## src/hw/rtl/see_ram.sv

```systemverilog
// ----------------------------------------------------------------------------
// see_ram: generic single write port, single read port RAM
// The read data is registered: it appears in the cycle after the address.
// ----------------------------------------------------------------------------
module see_ram #(
  parameter int WIDTH = 8,
  parameter int DEPTH = 16,
  localparam int AW = (DEPTH > 1) ? $clog2(DEPTH) : 1
) (
  input  logic             clk,
  input  logic             we,
  input  logic [AW-1:0]    waddr,
  input  logic [WIDTH-1:0] wdata,
  input  logic [AW-1:0]    raddr,
  output logic [WIDTH-1:0] rdata
);

  logic [WIDTH-1:0] mem [DEPTH];

  always_ff @(posedge clk) begin
    if (we) begin
      mem[waddr] <= wdata;
    end
    rdata <= mem[raddr];
  end

endmodule
```

## config.mk

```make
export PLATFORM = sky130hd
export DESIGN_NAME = see_ram
export DESIGN_NICKNAME = d
export VERILOG_FILES = /design/src/hw/rtl/see_ram.sv
export SDC_FILE = /design/constraint.sdc
export NUM_CORES = 1
export LEC_CHECK = 0
export ABC_AREA = 0
export BUFFER_PORTS_ARGS = -buffer_cell sky130_fd_sc_hd__buf_4
export CAP_MARGIN = 20
export CORE_MARGIN = 2
export CORE_UTILIZATION = 28
export CTS_BUF_LIST = sky130_fd_sc_hd__clkbuf_8
export DETAILED_ROUTE_END_ITERATION = 10
export PLACE_DENSITY_LB_ADDON = 0.15
export SLEW_MARGIN = 0
export SYNTH_ARGS = -nofsm -noshare
export SYNTH_HDL_FRONTEND = slang
export SYNTH_SLANG_ARGS = --single-unit
export TNS_END_PERCENT = 100
```

## constraint.sdc

```tcl
create_clock -name clk -period 2.1 [get_ports clk]
set_input_delay 0.21 -clock clk [delete_from_list [all_inputs] [get_ports clk]]
set_output_delay 0.21 -clock clk [all_outputs]
set_load 0.01 [all_outputs]
```

==> flow_summary.json, run 1 <==
{
  "path_buf_inv": 0,
  "numPortBuffers": 25,
  "syn_area_um2": 5147,
  "cts.hold.buffers_added": 0,
  "worstSkewPairLatency_ps": 430,
  "period_needed_ps": 1541,
  "synth_area_per_cell_um2": 22.48,
  "cap_violations": 0,
  "power.leakage_nw": 2.045,
  "worstPathRequired_ps": 2400,
  "cts_made_buffers": 17,
  "drt_pass1_iterations": 5,
  "seqPwrFrac": 0.557,
  "cts_sinks": 136,
  "initial_utilization": 0.2856,
  "grt.total_usage": 0.1223,
  "ys_warn_count": 0,
  "vdd_ir_drop_max_v": 0.0005598,
  "place_area_um2": 5728,
  "antenna_found_initial": 0,
  "fillers": 1754,
  "totalWireLength_um": 11120,
  "yosysSeqAreaShare": 0.7778,
  "cts-root-buf": "clkbuf_8",
  "hold_path.class": "primary input to register",
  "clock_skew_ps": 11.51,
  "ys_ff_latch": 136,
  "grt_pass1_vias": 2655,
  "crit_family": "multiplexers",
  "vias_per_cell": 4.491,
  "internal-power_mw": 4.329,
  "critPathMaxFanout": 1,
  "syn_inst": 229,
  "grt_overflow": 0,
  "max_freq_ghz": 0.6490,
  "final_cell_mix": "edfxtp_1, buf_4, mux4_2, clkbuf_8, a22oi_1",
  "cp_cell_sequence": "mux4_1 > a22oi_1 > nand2_1",
  "tightest_slew_ps": 594.2,
  "maxSlewViolCount": 0,
  "ys_async_sr_fraction": 0,
  "fin_nets": 305,
  "die_h_um": 139.6,
  "grt_max_degree": 28,
  "startpoint_type": "register",
  "finalSetupViolations": 0,
  "area_growth_pct": 18.91,
  "dp_hpwl_um": 7451,
  "timing.hold.ws_ps": 95.31,
  "final_common_cell": "edfxtp_1",
  "n_antenna_cell": 0,
  "status": "complete, no violations",
  "combPwrFrac": 0.058,
  "grt_pass1_wl_um": 17020,
  "die-area_um2": 19480,
  "p_sw_mw": 1.150,
  "cts_buffer_depth": 2,
  "cts_tree": "done",
  "final.period_utilization": 0.7337,
  "hold_viol_final": 0,
  "synth_ff_type": "edfxtp_1",
  "core-area_um2": 18020,
  "ioPinCount": 26,
  "synth_edf_count": 128,
  "path_clk_slew_ps": 80,
  "synth_fp_nets": 247,
  "slowest_delay_ps": 530,
  "htree_levels": 4,
  "drc": 0,
  "drive_above_1_share": 0.3200,
  "rsz0062_at_grt": "false",
  "cts.repair.resized": 0,
  "finalSetupTns_ps": 0,
  "critPathKind": "register to register",
  "routabilityCongestion": 0.7064,
  "switching_share": 0.2098,
  "slew_headroom": 0.6009,
  "wl_per_cell_um": 21.02,
  "p_per_area_nw_per_um2": 895.0,
  "slowest_stage": "mux4_1",
  "cts_setup_buffers": 0,
  "end_kind": "register",
  "synthDistinctLibCells": 19,
  "drt.antenna.violating_nets": 0,
  "drt_iter0_drc": 187,
  "fp.dieW_um": 139.6,
  "vias": 2376,
  "clkPwrFrac": 0.385,
  "rows": 49,
  "cp_data_arrival_time_ps": 1840,
  "final_area_um2": 6121
}
==> flip-flops by register name, indices dropped and copies added (netlist names) <==
name and count:
mem 128, rdata 8
==> per-layer routing <==
metal / vias to the layer above / wire length, um / track usage
li1: 1088 / - / -
met1: 1235 / 5445 / 0.1723
met2: 47 / 5141 / 0.1845
met3: 6 / 438 / 0.03751
met4: 0 / 94 / 0.03474
met5: - / 0 / 0
==> layout make-up <==
class | instances | area, um2 | share of cell area
clock buffers | 17 | 234.0 | 0.03823
repair buffers | 49 | 380.4 | 0.06214
clock inverters | 15 | 158.9 | 0.02596
well taps | 229 | 286.5 | 0.04681
flip-flops and latches | 136 | 4004 | 0.6541
multi-input cells | 83 | 1057 | 0.1727
==> power by group through the flow <==
stage | Combinational [mW] | Clock, mW | Sequential, mW
after global routing | 0.344 | 2.30 | 3.06
after CTS | 0.325 | 2.17 | 3.05
final | 0.316 | 2.11 | 3.05
after detailed placement | 0.324 | 0 | 3.11
after global placement | 0.322 | 0 | 3.11
after floorplan | 0.154 | 0 | 3.11
==> cells in the mapped netlist (2+ instances only) <==
library cell,n,area share
nor3_1,4,0.0039
nand3b_1,2,0.0029
buf_6,3,0.0066
mux4_2,18,0.079
nand2_1,9,0.0066
nand2b_1,2,0.0024
buf_2,3,0.0029
edfxtp_1,128,0.75
a22oi_1,16,0.023
nor2_1,13,0.0095
clkdlybuf4s25_2,3,0.0058
mux4_1,14,0.071
dfxtp_1,8,0.031
==> per-stage QoR <==
step                        util  total power [mW]  cells  worst slack (ps)
after CTS                 0.3396             5.546    529             597.0
after detailed placement  0.3178             3.438    497             272.4
after global routing      0.3396             5.701    529             543.7
after floorplan                -             3.267    229             397.1
final                     0.3396             5.478    529             559.2
after global placement    0.3178             3.436    497             264.5
==> worst paths after layout <==
| kind | slack (ps) | cells after the start | from | end |
|---|---|---|---|---|
| max | 560 | 3 | mem[2][2] | rdata[2] |
| min | 100 | 1 | wdata[6] | mem[0][6] |
| max reg2reg | 560 | 3 | mem[2][2] | rdata[2] |
| min reg2reg | 670 | 3 | mem[4][1] | rdata[1] |
==> kinds of logic after synthesis <==
logic type,synth area share
AO/OA/AOI/OAI,0.02334
buffers and inverters,0.01677
flip-flops,0.7778
multiplexers,0.1502
AND/OR/NAND/NOR,0.03184
Note: power is estimated with default switching activity, not from simulation.
==> run 2: changes to the inputs <==
- clock period: 2.1 -> 1.48 ns (I/O delays scaled with it)
==> run 2 against run 1 <==
Net effect:
- hold slack lost 69 ps
- power grew 50%
- die area is the same
- final area grew 3.5%
- setup slack lost 460 ps
- clock-buffer cell count grew 1
- sequential share of layout area shrank 2.2 points
==> flow_summary.json, run 2 (same netlist as run 1, synthesis figures left out) <==
{
  "status": "complete, no violations",
  "final.period_utilization": 0.9335,
  "hold_viol_final": 0,
  "slew_headroom": 0.4437,
  "drc": 0,
  "drt_iter0_drc": 242,
  "totalWireLength_um": 11290,
  "core-area_um2": 18020,
  "grt_pass1_vias": 2632,
  "critPathMaxFanout": 1,
  "cts_buffer_depth": 2,
  "vias_per_cell": 4.542,
  "end_kind": "register",
  "antenna_found_initial": 0,
  "tightest_slew_ps": 832.7,
  "worstSkewPairLatency_ps": 440,
  "drt_pass1_iterations": 4,
  "n_antenna_cell": 0,
  "drive_above_1_share": 0.3450,
  "initial_utilization": 0.2856,
  "ioPinCount": 26,
  "grt_overflow": 0,
  "cap_violations": 0,
  "htree_levels": 4,
  "grt_max_degree": 17,
  "drt.antenna.violating_nets": 0,
  "cts_sinks": 136,
  "place_ws_ps": -127.8,
  "wl_per_cell_um": 20.83,
  "p_per_area_nw_per_um2": 1301,
  "maxSlewViolCount": 0,
  "largest_register": "mem",
  "cts_made_buffers": 17,
  "vias": 2462,
  "hold_path.class": "primary input to register",
  "grt_pass1_wl_um": 16670,
  "power.leakage_nw": 2.149,
  "timing.hold.ws_ps": 26.40,
  "critPathKind": "register to register",
  "reg.largest.list": "mem: 128 flops, rdata: 8 flops",
  "fp.dieW_um": 139.6,
  "path_clk_slew_ps": 80,
  "clock_skew_ps": 12.81,
  "hold_depth": 1,
  "total_power_mw": 8.236,
  "final_cell_mix": "edfxtp_1, buf_4, mux4_2, clkbuf_8, a22oi_1",
  "dp_hpwl_um": 7521,
  "final.setup.worst_slack_ps": 98.42,
  "area_growth_pct": 23.02,
  "fin_nets": 318,
  "die_h_um": 139.6,
  "fillers": 1703,
  "final_common_cell": "edfxtp_1",
  "vdd_ir_drop_max_v": 0.0006034,
  "cp_data_arrival_time_ps": 1710,
  "period_needed_ps": 1382,
  "worstPathRequired_ps": 1810,
  "cts.repair.resized": 0,
  "largest_reg_flops": 128,
  "finalSetupViolations": 0,
  "cts_setup_buffers": 0,
  "rr_worst_depth": 3,
  "numPortBuffers": 25,
  "rsz0062_at_grt": "false",
  "rows": 49,
  "cts_tree": "done",
  "routabilityCongestion": 0.7049,
  "max_freq_ghz": 0.7238,
  "grt.total_usage": 0.1218,
  "startpoint_type": "register",
  "die-area_um2": 19480,
  "cts-root-buf": "clkbuf_8"
}
[run 2: routing by layer]
| layer | GRT usage | share of wire | wire length (um) |
|---|---|---|---|
| met5 | 0 | 0 | 0 |
| met4 | 0.03947 | 0.012 | 130 |
| met3 | 0.03785 | 0.046 | 514 |
| met2 | 0.1889 | 0.47 | 5336 |
| met1 | 0.1648 | 0.47 | 5308 |
[run 2: through the flow]
step           instance area, um2  setup TNS, ps  cells    util
5_1_grt                      6332              0    542  0.3513
4_1_cts                      6332              0    542  0.3513
3_3_place_gp                 5846          -1303    507  0.3243
3_5_place_dp                 5846          -1197    507  0.3243
2_1_floorplan                5152              0    229       -
6_report                     6332              0    542  0.3513
[run 2: where the power goes]
| part | switching [mW] | internal (mW) | total, mW | leakage (nW) |
|---|---|---|---|---|
| clock network | 1.40 | 2.04 | 3.43 | 0.225 |
| registers | 0.0284 | 4.30 | 4.33 | 1.22 |
| logic | 0.245 | 0.229 | 0.474 | 0.700 |
[run 2: cell type report]
type / count / area [um2] / area share
clock buffer: 18 / 247.7 / 0.03912
clock inverter: 14 / 209.0 / 0.03300
multi-input combinational: 83 / 1062 / 0.1678
sequential: 136 / 4004 / 0.6323
tap: 229 / 286.5 / 0.04525
timing repair buffer: 62 / 523.0 / 0.08259
[run 2: timing repair]
item	in CTS	in global routing
endpoints found under the hold margin	20	0
setup endpoints to repair	0	0
hold buffers	3	0
[run 2: final timing paths]
path	from	to	slack, ps
setup / recovery	mem[1][3]	rdata[3]	100
hold / removal	wdata[2]	mem[6][2]	30
setup reg to reg	mem[1][3]	rdata[3]	100
hold reg to reg	mem[14][6]	rdata[6]	670
[run 2: critical path: stages, from the launching register on]
cell	delay, ps
edfxtp_1	370
mux4_1	540
a22oi_1	290
nand2_1	80
==> run 3: changes to the inputs <==
- CORE_MARGIN: 2 -> unset
==> run 3 against run 2 <==
Net effect:
- clock power decreased by 25%
- non-clock buffer count decreased by 14
- sequential cell count unchanged
- critical path depth unchanged
- largest power group unchanged
==> flow_summary.json, run 3 (same netlist as run 1, synthesis figures left out) <==
{
  "largest_reg_flops": 128,
  "vias_per_cell": 4.547,
  "initial_utilization": 0.2866,
  "hold_viol_final": 0,
  "rr_worst_depth": 3,
  "final_cell_mix": "edfxtp_1, buf_4, mux4_2, clkbuf_8, a22oi_1",
  "tightest_slew_ps": 795.3,
  "routabilityCongestion": 0.6555,
  "vdd_ir_drop_max_v": 0.0004821,
  "drt_pass1_iterations": 5,
  "cts_sinks": 136,
  "dp_hpwl_um": 7028,
  "maxSlewViolCount": 0,
  "die-area_um2": 18930,
  "layout.cells.non_filler": 528,
  "dp_cells": 495,
  "antenna_found_initial": 0,
  "finalSetupViolations": 0,
  "finalSetupTns_ps": 0,
  "clock_skew_ps": 7.060,
  "crit_end": "rdata[0]",
  "cap_violations": 0,
  "cts-root-buf": "clkbuf_8",
  "numPortBuffers": 25,
  "final_common_cell": "edfxtp_1",
  "grt.total_usage": 0.1298,
  "place_area_um2": 5756,
  "grt_max_degree": 19,
  "grt_pass1_wl_um": 16420,
  "cp-startpoint": "mem[1][0]",
  "max_freq_ghz": 0.7259,
  "die_h_um": 137.6,
  "path_clk_slew_ps": 70,
  "totalWireLength_um": 10960,
  "n_antenna_cell": 0,
  "r2r_slack_ps": 100,
  "worstSkewPairLatency_ps": 420,
  "final_area_um2": 6095,
  "cts_tree": "done",
  "drive_above_1_share": 0.3110,
  "rr_endpoint": "rdata[0]",
  "wl_per_cell_um": 20.76,
  "worstPathRequired_ps": 1790,
  "grt_overflow": 0,
  "hold_path.class": "primary input to register",
  "critPathKind": "register to register",
  "slew_headroom": 0.4678,
  "htree_levels": 4,
  "cp_data_arrival_time_ps": 1690,
  "grt_pass1_vias": 2592,
  "final.period_utilization": 0.9308,
  "r2r-start": "mem[1][0]",
  "vias": 2401,
  "timing.hold.ws_ps": 42.43,
  "drc": 0,
  "status": "complete, no violations",
  "critPathMaxFanout": 1,
  "drt_iter0_drc": 150,
  "drt.antenna.violating_nets": 0,
  "fin_nets": 304,
  "p_per_area_nw_per_um2": 1209,
  "rows": 49,
  "end_kind": "register",
  "cts_made_buffers": 17,
  "reg.largest.list": "mem: 128 flops, rdata: 8 flops",
  "power.leakage_nw": 2.034,
  "area_growth_pct": 18.40,
  "rsz0062_at_grt": "false",
  "startpoint_type": "register",
  "ioPinCount": 26,
  "core-area_um2": 17960,
  "cts_buffer_depth": 2,
  "fp.dieW_um": 137.6,
  "largest_register": "mem",
  "period_needed_ps": 1378
}
run 3: cell type report:
type	instances	area (um2)
Timing Repair Buffer	48	412.9
Multi-Input combinational cell	83	1062
Fill cell	1689	11870
Tap cell	229	286.5
Clock buffer	17	234.0
Clock inverter	15	95.09
Sequential cell	136	4004
run 3: per-stage QoR:
stage               total power [mW]  setup WS [ps]    util
global route                   7.661          29.12  0.3393
CTS                            7.473          100.3  0.3393
floorplan                      4.635          65.85       -
detailed placement             4.885         -119.1  0.3204
global placement               4.881         -85.96  0.3204
finish                         7.368          102.4  0.3393
run 3: how the worst min path moves through the flow:
stage | start | endpoint | depth (start not counted) | slack [ps]
2_1_floorplan | wdata[0] | mem[0][0] | 0 | 250
3_3_place_gp | wdata[5] | mem[4][5] | 1 | 460
3_5_place_dp | wdata[5] | mem[4][5] | 1 | 460
4_1_cts | wdata[3] | mem[3][3] | 1 | 10
5_1_grt | wdata[3] | mem[0][3] | 1 | 10
6_report | wdata[2] | mem[14][2] | 1 | 40
run 3: critical path, cell delays in order (launching register included):
cell	delay, ps
edfxtp_1	360
mux4_1	510
a22oi_1	310
nand2_1	90
run 3: what timing repair did:
item	in CTS	in global routing
hold endpoints to repair	16	0
hold buffers	1	0
setup buffers	0	0
gates resized for setup	0	0
run 3: power breakdown:
group / internal [mW] / switching (mW) / total [mW]
clock: 1.26 / 1.32 / 2.58
combinational: 0.215 / 0.245 / 0.460
sequential: 4.30 / 0.0262 / 4.33
total: 5.78 / 1.59 / 7.37
run 3: metal layers:
layer  vias to the layer above  GRT usage  wire [um]
met5                         -          0          0
met4                         0    0.04396         80
met3                         6    0.04121        594
met2                        65     0.2016       5185
met1                      1247     0.1710       5099
li1                       1083          -          -
